## config.mk

```make
export PLATFORM = sky130hd
export DESIGN_NAME = h264_rtp_depacketizer_flat
export DESIGN_NICKNAME = d
export VERILOG_FILES = /design/src/hw/rtl/h264rd_pkg.sv /design/src/hw/rtl/h264rd_if.sv /design/src/hw/rtl/h264rd_parse.sv /design/src/hw/rtl/h264rd_emit.sv /design/src/hw/rtl/h264_rtp_depacketizer.sv /design/src/flat_wrapper.sv
export SDC_FILE = /design/constraint.sdc
export NUM_CORES = 1
export LEC_CHECK = 0
export BUFFER_PORTS_ARGS = -buffer_cell sky130_fd_sc_hd__buf_2
export CORE_UTILIZATION = 52
export CTS_BUF_LIST = sky130_fd_sc_hd__clkbuf_8
export DETAILED_ROUTE_END_ITERATION = 12
export GPL_TIMING_DRIVEN = 0
export PLACE_DENSITY = 0.78
export SLEW_MARGIN = 25
export SYNTH_ARGS = -nofsm -noshare
export SYNTH_HDL_FRONTEND = slang
export SYNTH_HIERARCHICAL = 1
export SYNTH_SLANG_ARGS = --single-unit
export TNS_END_PERCENT = 20
```

## constraint.sdc

```tcl
create_clock -name clk_i -period 3.5 [get_ports clk_i]
set_input_delay 0.35 -clock clk_i [delete_from_list [all_inputs] [get_ports clk_i]]
set_output_delay 0.35 -clock clk_i [all_outputs]
set_load 0.005 [all_outputs]
```

## src/hw/rtl/h264rd_pkg.sv

```systemverilog
// ----------------------------------------------------------------------------
// h264rd_pkg
// Shared types and constants of the H.264 RTP depacketizer.
// ----------------------------------------------------------------------------
package h264rd_pkg;

  localparam logic [4:0] NalTypeMax  = 5'd12;
  localparam logic [4:0] NalTypeStap = 5'h18;
  localparam logic [4:0] NalTypeFuA  = 5'h1C;

  localparam logic [1:0] ModeSingle      = 2'd0;
  localparam logic [1:0] ModeNonInterlv  = 2'd1;
  localparam logic [1:0] ModeInterleaved = 2'd2;

  localparam logic [2:0] StartCodeLen = 3'd4;

  typedef enum logic [1:0] {
    ST_OK           = 2'd0,
    ST_UNSUPPORTED  = 2'd1,
    ST_STAP_OVERRUN = 2'd2,
    ST_FU_SHORT     = 2'd3
  } status_e;

  // results caused by one input byte: start code, then data byte, then status
  typedef struct packed {
    logic [2:0] sc_cnt;
    logic       data_vld;
    logic [7:0] data;
    logic       nal_end;
    logic       stat_vld;
    status_e    stat;
  } burst_t;

endpackage

```

## src/hw/rtl/h264rd_if.sv

```systemverilog
// ----------------------------------------------------------------------------
// h264rd_if
// Valid/ready channels of the depacketizer: payload bytes in, stream out.
// ----------------------------------------------------------------------------
interface h264rd_in_if;
  logic       valid;
  logic       ready;
  logic [7:0] in_byte;
  logic       first_of_packet;
  logic       last_of_packet;

  modport source (output valid, in_byte, first_of_packet, last_of_packet, input ready);
  modport sink   (input valid, in_byte, first_of_packet, last_of_packet, output ready);
endinterface

interface h264rd_out_if;
  logic       valid;
  logic       ready;
  logic [7:0] out_byte;
  logic       data_valid;
  logic       start_code_byte;
  logic       nal_complete;
  logic [1:0] status;
  logic       last_of_run;

  modport source (output valid, out_byte, data_valid, start_code_byte, nal_complete,
                  status, last_of_run, input ready);
  modport sink   (input valid, out_byte, data_valid, start_code_byte, nal_complete,
                  status, last_of_run, output ready);
endinterface

```

## src/hw/rtl/h264rd_parse.sv

```systemverilog
// ----------------------------------------------------------------------------
// h264rd_parse
// Packet parser: tracks the packet state and decodes each byte into a burst.
// ----------------------------------------------------------------------------
module h264rd_parse (
  input  logic                 clk_i,
  input  logic                 rst_ni,
  input  logic                 cfg_we_i,
  input  logic [1:0]           cfg_data_i,
  h264rd_in_if.sink            in_i,
  input  logic                 burst_rdy_i,
  output logic                 burst_vld_o,
  output h264rd_pkg::burst_t   burst_o
);

  typedef enum logic [2:0] {
    PH_IDLE,
    PH_SINGLE,
    PH_STAP_HI,
    PH_STAP_LO,
    PH_STAP_DATA,
    PH_FU_HDR,
    PH_FU_DATA
  } phase_e;

  phase_e      phase_q, phase_d;
  logic [1:0]  mode_q;
  logic [2:0]  ind_q, ind_d;
  logic [7:0]  len_hi_q, len_hi_d;
  logic [15:0] left_q, left_d;
  logic        fu_end_q, fu_end_d;

  logic               acc;
  logic [7:0]         b;
  logic               last;
  logic [4:0]         nal_t;
  logic [15:0]        len;
  logic [15:0]        left_dec;
  h264rd_pkg::burst_t br;

  assign in_i.ready = burst_rdy_i;
  assign acc        = in_i.valid && in_i.ready;
  assign b          = in_i.in_byte;
  assign last       = in_i.last_of_packet;
  assign nal_t      = b[4:0];
  assign len        = {len_hi_q, b};
  assign left_dec   = left_q - 16'd1;

  always_comb begin
    phase_d  = phase_q;
    ind_d    = ind_q;
    len_hi_d = len_hi_q;
    left_d   = left_q;
    fu_end_d = fu_end_q;
    br       = '0;
    br.stat  = h264rd_pkg::ST_OK;
    if (acc) begin
      if (in_i.first_of_packet) begin
        phase_d = PH_IDLE;
        if ((mode_q == h264rd_pkg::ModeSingle || mode_q == h264rd_pkg::ModeNonInterlv)
            && nal_t >= 5'd1 && nal_t <= h264rd_pkg::NalTypeMax) begin
          br.sc_cnt   = h264rd_pkg::StartCodeLen;
          br.data_vld = 1'b1;
          br.data     = b;
          br.nal_end  = last;
          phase_d     = last ? PH_IDLE : PH_SINGLE;
        end else if (mode_q == h264rd_pkg::ModeNonInterlv
                     && nal_t == h264rd_pkg::NalTypeStap) begin
          phase_d = last ? PH_IDLE : PH_STAP_HI;
        end else if ((mode_q == h264rd_pkg::ModeNonInterlv
                      || mode_q == h264rd_pkg::ModeInterleaved)
                     && nal_t == h264rd_pkg::NalTypeFuA) begin
          ind_d = b[7:5];
          if (last) begin
            br.stat_vld = 1'b1;
            br.stat     = h264rd_pkg::ST_FU_SHORT;
          end else begin
            phase_d = PH_FU_HDR;
          end
        end else begin
          br.stat_vld = 1'b1;
          br.stat     = h264rd_pkg::ST_UNSUPPORTED;
        end
      end else begin
        unique case (phase_q)
          PH_SINGLE: begin
            br.data_vld = 1'b1;
            br.data     = b;
            br.nal_end  = last;
            if (last) phase_d = PH_IDLE;
          end
          PH_STAP_HI: begin
            len_hi_d = b;
            phase_d  = last ? PH_IDLE : PH_STAP_LO;
          end
          PH_STAP_LO: begin
            left_d = len;
            if (len == 16'd0) begin
              phase_d = PH_IDLE;
            end else if (last) begin
              br.stat_vld = 1'b1;
              br.stat     = h264rd_pkg::ST_STAP_OVERRUN;
              phase_d     = PH_IDLE;
            end else begin
              br.sc_cnt = h264rd_pkg::StartCodeLen;
              phase_d   = PH_STAP_DATA;
            end
          end
          PH_STAP_DATA: begin
            left_d      = left_dec;
            br.data_vld = 1'b1;
            br.data     = b;
            br.nal_end  = (left_dec == 16'd0);
            if (left_dec == 16'd0) begin
              phase_d = last ? PH_IDLE : PH_STAP_HI;
            end else if (last) begin
              br.stat_vld = 1'b1;
              br.stat     = h264rd_pkg::ST_STAP_OVERRUN;
              phase_d     = PH_IDLE;
            end
          end
          PH_FU_HDR: begin
            if (last) begin
              br.stat_vld = 1'b1;
              br.stat     = h264rd_pkg::ST_FU_SHORT;
              phase_d     = PH_IDLE;
            end else begin
              fu_end_d = b[6];
              if (b[7]) begin
                br.sc_cnt   = h264rd_pkg::StartCodeLen;
                br.data_vld = 1'b1;
                br.data     = {ind_q, b[4:0]};
              end
              phase_d = PH_FU_DATA;
            end
          end
          PH_FU_DATA: begin
            br.data_vld = 1'b1;
            br.data     = b;
            br.nal_end  = last && fu_end_q;
            if (last) phase_d = PH_IDLE;
          end
          default: begin
          end
        endcase
      end
    end
  end

  assign burst_o     = br;
  assign burst_vld_o = acc && ((br.sc_cnt != 3'd0) || br.data_vld || br.stat_vld);

  always_ff @(posedge clk_i or negedge rst_ni) begin
    if (!rst_ni) begin
      phase_q  <= PH_IDLE;
      mode_q   <= h264rd_pkg::ModeSingle;
      ind_q    <= '0;
      len_hi_q <= '0;
      left_q   <= '0;
      fu_end_q <= 1'b0;
    end else begin
      phase_q  <= phase_d;
      ind_q    <= ind_d;
      len_hi_q <= len_hi_d;
      left_q   <= left_d;
      fu_end_q <= fu_end_d;
      if (cfg_we_i) mode_q <= cfg_data_i;
    end
  end

endmodule

```

## src/hw/rtl/h264rd_emit.sv

```systemverilog
// ----------------------------------------------------------------------------
// h264rd_emit
// Result register: holds one burst and sends its results one per transfer.
// ----------------------------------------------------------------------------
module h264rd_emit (
  input  logic                 clk_i,
  input  logic                 rst_ni,
  input  logic                 burst_vld_i,
  input  h264rd_pkg::burst_t   burst_i,
  output logic                 burst_rdy_o,
  h264rd_out_if.source         out_o
);

  h264rd_pkg::burst_t burst_q, burst_d;
  logic               busy_q, busy_d;
  logic               xfer;
  logic               final_res;

  always_comb begin
    out_o.out_byte        = 8'd0;
    out_o.data_valid      = 1'b0;
    out_o.start_code_byte = 1'b0;
    out_o.nal_complete    = 1'b0;
    out_o.status          = 2'(h264rd_pkg::ST_OK);
    final_res             = 1'b1;
    if (burst_q.sc_cnt != 3'd0) begin
      out_o.out_byte        = (burst_q.sc_cnt == 3'd1) ? 8'd1 : 8'd0;
      out_o.data_valid      = 1'b1;
      out_o.start_code_byte = 1'b1;
      final_res = (burst_q.sc_cnt == 3'd1) && !burst_q.data_vld && !burst_q.stat_vld;
    end else if (burst_q.data_vld) begin
      out_o.out_byte     = burst_q.data;
      out_o.data_valid   = 1'b1;
      out_o.nal_complete = burst_q.nal_end;
      final_res          = !burst_q.stat_vld;
    end else begin
      out_o.status = 2'(burst_q.stat);
    end
  end

  assign out_o.valid       = busy_q;
  assign out_o.last_of_run = final_res;
  assign xfer              = busy_q && out_o.ready;
  assign burst_rdy_o       = !busy_q || (xfer && final_res);

  always_comb begin
    burst_d = burst_q;
    busy_d  = busy_q;
    if (xfer) begin
      if (burst_q.sc_cnt != 3'd0) begin
        burst_d.sc_cnt = burst_q.sc_cnt - 3'd1;
      end else if (burst_q.data_vld) begin
        burst_d.data_vld = 1'b0;
      end else begin
        burst_d.stat_vld = 1'b0;
      end
      if (final_res) busy_d = 1'b0;
    end
    if (burst_vld_i && burst_rdy_o) begin
      burst_d = burst_i;
      busy_d  = 1'b1;
    end
  end

  always_ff @(posedge clk_i or negedge rst_ni) begin
    if (!rst_ni) begin
      busy_q <= 1'b0;
    end else begin
      busy_q <= busy_d;
    end
  end

  always_ff @(posedge clk_i) begin
    burst_q <= burst_d;
  end

endmodule

```

## src/hw/rtl/h264_rtp_depacketizer.sv

```systemverilog
// latency: the first result of a byte is shown in the cycle after its transfer
// throughput: one input byte per cycle while each byte gives at most one result and the output is ready
// a byte that opens a NAL unit gives up to five results, and input stalls until the last of them leaves
// the single result register sets this rate; it takes the next burst as its last result leaves
// reset: packetization mode 0, parser idle, result register empty
// ----------------------------------------------------------------------------
// h264_rtp_depacketizer
// RTP H.264 payload (single NAL, STAP-A, FU-A) to Annex-B byte stream.
// ----------------------------------------------------------------------------
module h264_rtp_depacketizer (
  input  logic         clk_i,
  input  logic         rst_ni,
  input  logic         cfg_we_i,
  input  logic [1:0]   cfg_data_i,
  h264rd_in_if.sink    in_i,
  h264rd_out_if.source out_o
);

  h264rd_pkg::burst_t burst;
  logic               burst_vld;
  logic               burst_rdy;

  h264rd_parse u_parse (
    .clk_i       (clk_i),
    .rst_ni      (rst_ni),
    .cfg_we_i    (cfg_we_i),
    .cfg_data_i  (cfg_data_i),
    .in_i        (in_i),
    .burst_rdy_i (burst_rdy),
    .burst_vld_o (burst_vld),
    .burst_o     (burst)
  );

  h264rd_emit u_emit (
    .clk_i       (clk_i),
    .rst_ni      (rst_ni),
    .burst_vld_i (burst_vld),
    .burst_i     (burst),
    .burst_rdy_o (burst_rdy),
    .out_o       (out_o)
  );

  a_status_only : assert property (@(posedge clk_i) disable iff (!rst_ni)
    out_o.valid && !out_o.data_valid |-> out_o.status != 2'(h264rd_pkg::ST_OK)
      && out_o.last_of_run && out_o.out_byte == 8'd0)
    else $error("status-only result malformed");

  a_sc_is_data : assert property (@(posedge clk_i) disable iff (!rst_ni)
    out_o.valid && out_o.start_code_byte |-> out_o.data_valid && !out_o.nal_complete)
    else $error("start code byte without data");

  a_stall_busy : assert property (@(posedge clk_i) disable iff (!rst_ni)
    !in_i.ready |-> out_o.valid)
    else $error("input stalled with empty result register");

  a_status_pos : assert property (@(posedge clk_i) disable iff (!rst_ni)
    out_o.valid && out_o.status != 2'(h264rd_pkg::ST_OK) |-> !out_o.data_valid)
    else $error("status on a data result");

endmodule

```

## src/flat_wrapper.sv

```systemverilog
// flat-port wrapper written by rule: the top's interface ports become plain ports
module h264_rtp_depacketizer_flat 
  (clk_i, rst_ni, cfg_we_i, cfg_data_i, in_i_valid, in_i_in_byte, in_i_first_of_packet, in_i_last_of_packet, in_i_ready, out_o_valid, out_o_out_byte, out_o_data_valid, out_o_start_code_byte, out_o_nal_complete, out_o_status, out_o_last_of_run, out_o_ready);
  h264rd_in_if in_i_i ();
  h264rd_out_if out_o_i ();
  input  logic clk_i;
  input  logic rst_ni;
  input  logic cfg_we_i;
  input  logic [1:0] cfg_data_i;
  input wire logic [$bits(in_i_i.valid)-1:0] in_i_valid;
  input wire logic [$bits(in_i_i.in_byte)-1:0] in_i_in_byte;
  input wire logic [$bits(in_i_i.first_of_packet)-1:0] in_i_first_of_packet;
  input wire logic [$bits(in_i_i.last_of_packet)-1:0] in_i_last_of_packet;
  output wire logic [$bits(in_i_i.ready)-1:0] in_i_ready;
  output wire logic [$bits(out_o_i.valid)-1:0] out_o_valid;
  output wire logic [$bits(out_o_i.out_byte)-1:0] out_o_out_byte;
  output wire logic [$bits(out_o_i.data_valid)-1:0] out_o_data_valid;
  output wire logic [$bits(out_o_i.start_code_byte)-1:0] out_o_start_code_byte;
  output wire logic [$bits(out_o_i.nal_complete)-1:0] out_o_nal_complete;
  output wire logic [$bits(out_o_i.status)-1:0] out_o_status;
  output wire logic [$bits(out_o_i.last_of_run)-1:0] out_o_last_of_run;
  input wire logic [$bits(out_o_i.ready)-1:0] out_o_ready;
  assign in_i_i.valid = in_i_valid;
  assign in_i_i.in_byte = in_i_in_byte;
  assign in_i_i.first_of_packet = in_i_first_of_packet;
  assign in_i_i.last_of_packet = in_i_last_of_packet;
  assign in_i_ready = in_i_i.ready;
  assign out_o_valid = out_o_i.valid;
  assign out_o_out_byte = out_o_i.out_byte;
  assign out_o_data_valid = out_o_i.data_valid;
  assign out_o_start_code_byte = out_o_i.start_code_byte;
  assign out_o_nal_complete = out_o_i.nal_complete;
  assign out_o_status = out_o_i.status;
  assign out_o_last_of_run = out_o_i.last_of_run;
  assign out_o_i.ready = out_o_ready;
  h264_rtp_depacketizer u_core (.clk_i(clk_i), .rst_ni(rst_ni), .cfg_we_i(cfg_we_i), .cfg_data_i(cfg_data_i), .in_i(in_i_i), .out_o(out_o_i));
endmodule
```

After elaboration in Yosys (flattened, before gate mapping)
Index checks and enable logic that the tools add are counted.
{"block": "totals", "ff_bits": 50, "latch_bits": 0, "mem_bits_rw": 0, "mem_bits_ro": 0, "input_bits": 17, "output_inout_bits": 16, "wordCells": 128, "memories": 0}
{"block": "op_classes", "addsub": 2, "multipliers": 0, "div": 0, "n_lt_le_gt_ge": 2, "n_eq_ne": 13, "n_shift": 0, "mux": 53, "bitwise_logic": 4, "n_reduce_logical": 41}
{"cell": "two-way mux 3 bit", "count": 18}
{"cell": "two-way mux 16 bit", "count": 3}
{"cell": "zero test 16 bit", "count": 2}
{"cell": "one-hot mux 16 bit (2 select lines)", "count": 1}
{"cell": "two-way mux 12 bit", "count": 2}
{"cell": "one-hot mux 9 bit (2 select lines)", "count": 1}
{"cell": "two-way mux 1 bit", "count": 16}
{"cell": "two-way mux 8 bit", "count": 2}
{"cell": "subtractor 16 x 1 -> 16 bit, second input constant", "count": 1}
{"cell": "one-hot mux 3 bit (5 select lines)", "count": 1}
{"cell": "two-way mux 13 bit", "count": 1}
{"cell": "logical AND 1 bit", "count": 12}
{"cell": "equality test 5 bit, second input constant", "count": 2}
{"cell": "equality test 3 bit, second input constant", "count": 3}
{"cell": "one-hot mux 3 bit (3 select lines)", "count": 1}
{"cell": "AND reduction 3 bit", "count": 3}
{"cell": "two-way mux 2 bit", "count": 4}
{"cell": "AND reduction 2 bit", "count": 4}
{"cell": "nonzero test 2 bit", "count": 4}
{"cell": "equality test 3 x 1 -> 1 bit, second input constant", "count": 2}
{"cell": "equality test 3 x 2 -> 1 bit, second input constant", "count": 2}
{"cell": "one-hot mux 3 bit (2 select lines)", "count": 1}
{"cell": "nonzero test 3 bit", "count": 2}
{"cell": "nonzero test 6 bit", "count": 1}
{"cell": "16 further kinds", "count": 26}

Depth between registers and ports, before layout
{"block": "logic_depth", "depth_word": 15, "ltp_mapped": 13, "ltp_nobuf": 13}

By module
The synthesis kept the hierarchy.
{"module": "h264rd_parse", "n_inst": 1, "cells_each": 295, "area_each_um2": 2408.6, "seq_area_each_um2": 825.8}
{"module": "h264rd_emit", "n_inst": 1, "cells_each": 65, "area_each_um2": 843.3, "seq_area_each_um2": 505.5}

Worst setup path before layout
No wires, ideal clock.
{"block": "synth_path", "path_type": "reg-to-reg", "from": "register u_core.u_parse.left_q[0]", "to": "register u_core/u_emit/burst_q[15] (netlist bit), data pin", "t_arrival_ns": 3.261, "required_time_ns": 3.240, "setup_slack_ns": -0.021, "stages_incl_launch_ff": 12, "path_buffers": 0, "synth_period_minus_slack_ns": 3.521, "path_cell_list": "dfrtp_1 -> inv_1 -> ha_1 -> nor3b_1 -> nand3_1 -> xnor2_1 -> a2111oi_4 -> a211oi_2 -> or4_1 -> inv_1 -> a21oi_4 -> mux2_4"}
{"item": "from (decl)", "line": "h264rd_parse.sv:30", "rtl": "logic [15:0] left_q, left_d;"}
{"item": "from (signal assigned)", "line": "h264rd_parse.sv:165", "rtl": "left_q <= left_d;"}
{"item": "to (signal assigned)", "line": "h264rd_emit.sv:74", "rtl": "burst_q <= burst_d;"}
{"item": "to (decl)", "line": "h264rd_emit.sv:14", "rtl": "h264rd_pkg::burst_t burst_q, burst_d;"}

Worst setup path after layout
{"block": "layout_path", "from": "register u_core.u_parse.left_q[1]", "to": "register u_core/u_emit/burst_q[15] (netlist bit), enable pin"}
{"block": "layout_between", "elab_chain_cells": 11}
{"item": "subtractor 16 x 1 -> 16 bit (*)", "line": "h264rd_parse.sv:47", "rtl": "assign left_dec = left_q - 16'd1;"}
{"item": "zero test 16 bit (*)", "line": "h264rd_parse.sv:114", "rtl": "if (left_dec == 16'd0) begin"}
{"item": "two-way mux 3 bit (*)", "line": "h264rd_parse.sv:114"}
{"item": "one-hot mux 3 bit (3 select lines) (*)", "line": "h264rd_parse.sv:85", "rtl": "unique case (phase_q)"}
{"item": "two-way mux 16 bit (*)", "line": "h264rd_parse.sv:58", "rtl": "if (in_i.first_of_packet) begin"}
{"item": "two-way mux 16 bit (*)", "line": "h264rd_parse.sv:57", "rtl": "if (acc) begin"}
{"item": "logical OR 1 bit (*)", "line": "h264rd_parse.sv:151", "rtl": "assign burst_vld_o = acc && ((br.sc_cnt != 3'd0) || br.data_vld || br.stat_vld);"}
{"item": "logical AND 1 bit (*)", "line": "h264rd_parse.sv:151"}
{"item": "named net u_core.burst_vld", "line": "h264_rtp_depacketizer.sv:20", "rtl": "logic burst_vld;"}
{"item": "logical AND 1 bit (*)", "line": "h264rd_emit.sv:59", "rtl": "if (burst_vld_i && burst_rdy_o) begin"}
{"item": "nonzero test 2 bit (no line)"}
{"item": "AND reduction 2 bit (no line) (*)"}
Mark *: on every way through the listed nets, which the timed path passes. The rest lies on a longest branch.
A chain may end at the register's enable or synchronous reset.

==> results.md <==
- Clk_lat worst skew: 0.31 ns
- Register area share after synthesis: 40.9%
- Crit Path Class: flop to flop
- Synth top area cells: dfrtp_1 (26%), edfxtp_1 (15%), nor2_1 (4.4%)
- Initial core utilization: 54.3%
- Top cell type's share of synthesized area: 26.2%
- GRT overflow: 0
- Residual DRC: 0
- Hold_buf cts: 0
- Tot Pwr: 2.56 mW
- Dpl cell area: 0.00351 mm²
- Via count: 2940
- CTS buffer count: 5
- Final period utilization: 95.9%
- Seq cells post-synth: 50
- PwrDens: 680 mW/mm²
- CTS H-Tree Depth: 2
- HP Class: input port to async pin
- Leading area contributor after synthesis: dfrtp_1
- Slew HR: 48.3%
- Number of fill cells in the layout: 507
- Post-synth EDFFs: 16
- Max Cap Viol: 0
- Area growth from synthesis to layout: 15.8%
- Worst Max-Slew Pin Slew: 0.775 ns
- Crit end category: flop
- Cells after Synth: 360
- Buffers on Ports: 32
- Synthesized cell area: 0.00325 mm²
- Final HPWL DP: 5870 µm
- Status: completed
- Clock Tree Root: clkbuf_8
- Die Width: 81.1 µm
- All-Layer GR Usage: 26.2%
- Share of layout cells above drive strength 1: 22.2%
- Worst r2r path cells: 12
- Hold_ws: 0.107 ns
- Io pins: 33
- CTS tree: built
- Vias in the first global route: 2593
- Clk slew on worst S/H paths: 0.09 ns
- Worst EP arrival: 3.43 ns
- First-pass GRT wire length: 12800 µm
- Iteration-0 DRC Markers: 234
- Skew final: 0.0103 ns
- Pre-CTS setup slack: -0.373 ns
- Antenna violations before repair: 0
- Die Ht: 81.1 µm
- CP required: 3.57 ns
- Core area: 0.00599 mm²
- # diodes: 0
- Final TNS setup: 0 ns
- YS warnings: 6
- Ys async rst share: 68.0%
- Maximum vdd drop: 0.404 mV
- Nature of the critical path startpoint: flop
- Wire per inst: 17.4 µm
- Finished layout cell area: 0.00376 mm²
- Final hold viol count: 0
- Post-DR vias/cell: 6.13
- Fmax: 298 MHz
- Die area: 0.00657 mm²
- Final ANT Viol Nets: 0
- Fin nets: 428
- Final wirelength: 8340 µm
- Largest net degree at the start of global routing: 35
- CTS Buffer Depth: 2
- Drt pass-1 iters: 5
- Synth Flop Type: dfrtp_1
- Post-synth cell types: 63
- Tmin final: 3.36 ns
- # setup viols final: 0
- Post-Syn Area per Cell: 9.03 µm²
- FP Rows: 28
- Max-slew violations: 0
- GP Congestion: 0.921
- # clock sinks: 50
- Pleak: 1.56 nW
- Post-route setup slack: 0.143 ns
- Max FO, Critical Path: 7
## registers in the layout, indices dropped and copies added, names as in the netlist
register	count
u_core/u_emit/burst_q	16
u_core/u_parse/left_q	16
u_core/u_parse/len_hi_q	8
u_core/u_parse/ind_q	3
u_core/u_parse/phase_q	3
u_core/u_parse/mode_q	2
u_core/u_emit/out_o.valid	1
u_core/u_parse/fu_end_q	1
## report_power, final
group / internal, mW / total [mW] / switching (mW)
registers: 0.785 / 0.981 / 0.196
clock network: 0.286 / 0.491 / 0.205
logic: 0.462 / 1.09 / 0.627
## what timing repair did
action | 4_1_cts | 5_1_grt
endpoints found under the hold margin | 0 | 0
gates resized for setup | 13 | 4
endpoints found under the setup margin | 20 | 8
pin swaps | 2 | 3
buffers inserted | 2 | 2
## path summary, 6_finish.rpt
kind | endpoint | start | slack [ns]
setup / recovery | u_core/u_emit/burst_q[15] | u_core/u_parse/left_q[1] | 0.14
hold / removal | u_core/u_parse/len_hi_q[3] | rst_ni | 0.11
setup reg to reg | u_core/u_emit/burst_q[15] | u_core/u_parse/left_q[1] | 0.14
hold reg to reg | u_core/u_parse/ind_q[2] | u_core/u_parse/ind_q[2] | 0.52
max in group asynchronous | u_core/u_parse/left_q[0] | rst_ni | 2.86
min in group clk_i | u_core/u_parse/mode_q[1] | cfg_data_i[1] | 0.24
## cell usage in the layout, fill, tap and decap left out, drive strengths merged, types with 5 or more instances in the layout
| cell type | n |
|---|---|
| mux2 | 13 |
| buf | 42 |
| nand2 | 27 |
| o22ai | 6 |
| nor3 | 9 |
| ha | 7 |
| a21oi | 29 |
| inv | 16 |
| a22oi | 8 |
| edfxtp | 16 |
| dfrtp | 34 |
| a31oi | 5 |
| and2 | 20 |
| nand3 | 9 |
| nor4 | 6 |
| clkbuf | 17 |
| o21ai | 27 |
| nor2 | 38 |
| or3 | 5 |
## kinds of logic after synthesis
kind of cell	after synthesis	share of synthesized area, %
xor gates and xnor gates	4	1.08
other	1	0.115
DFF	50	40.9
buffers and inverters	35	4.69
adders and majority gates	7	2.69
AOI/OAI and AO/OA	103	21.0
and+or+nand+nor	145	24.1
muxes	15	5.35
## cell usage after synthesis, types with 4 or more instances
master,count
nor2_1,38
nand3_1,9
a21oi_1,28
o22ai_1,6
dfrtp_1,34
edfxtp_1,16
nor3_1,9
a22oi_1,8
ha_1,7
mux2_2,11
o211ai_1,4
or3_1,5
a31oi_1,5
or4_1,4
clkbuf_1,12
inv_1,16
nand2_1,27
o21ai_0,26
nor4_1,5
and2_1,20
## routing by layer
metal	vias up	share of wire, %	GRT usage [%]
met1	1387	43	36.1
met2	134	48	40.7
met4	0	1.8	10.5
met5	-	0	0
met3	15	7.5	4.83
li1	1404	-	-
## worst max-delay path, cell delays in order (launching register included)
cell and delay, ns:
dfrtp_1 0.42, inv_1 0.11, ha_2 0.24, nor3b_4 0.44, nand3_1 0.19, xnor2_1 0.22
a2111oi_4 0.37, a211oi_2 0.07, or4_4 0.53, inv_4 0.11, nor2_1 0.06, a31oi_1 0.23
o21ai_2 0.12
## cell type report
type / count / area (µm²) / share of cell area (%)
buffer: 18 / 88.8 / 2.36
clock buffer: 5 / 68.8 / 1.83
clock inverter: 3 / 68.8 / 1.83
inverter: 17 / 66.3 / 1.76
multi-input combinational: 276 / 1840 / 49.0
sequential: 50 / 1330 / 35.4
tap: 75 / 93.8 / 2.49
timing repair buffer: 36 / 203 / 5.38
## per-stage QoR
stage / util, % / std cells
final: 62.8 / 480
after detailed placement: 58.7 / 468
after global placement: 58.7 / 468
after global routing: 62.8 / 480
after CTS: 62.1 / 478
after floorplan: - / 361
(Power assumes the default switching activity.)
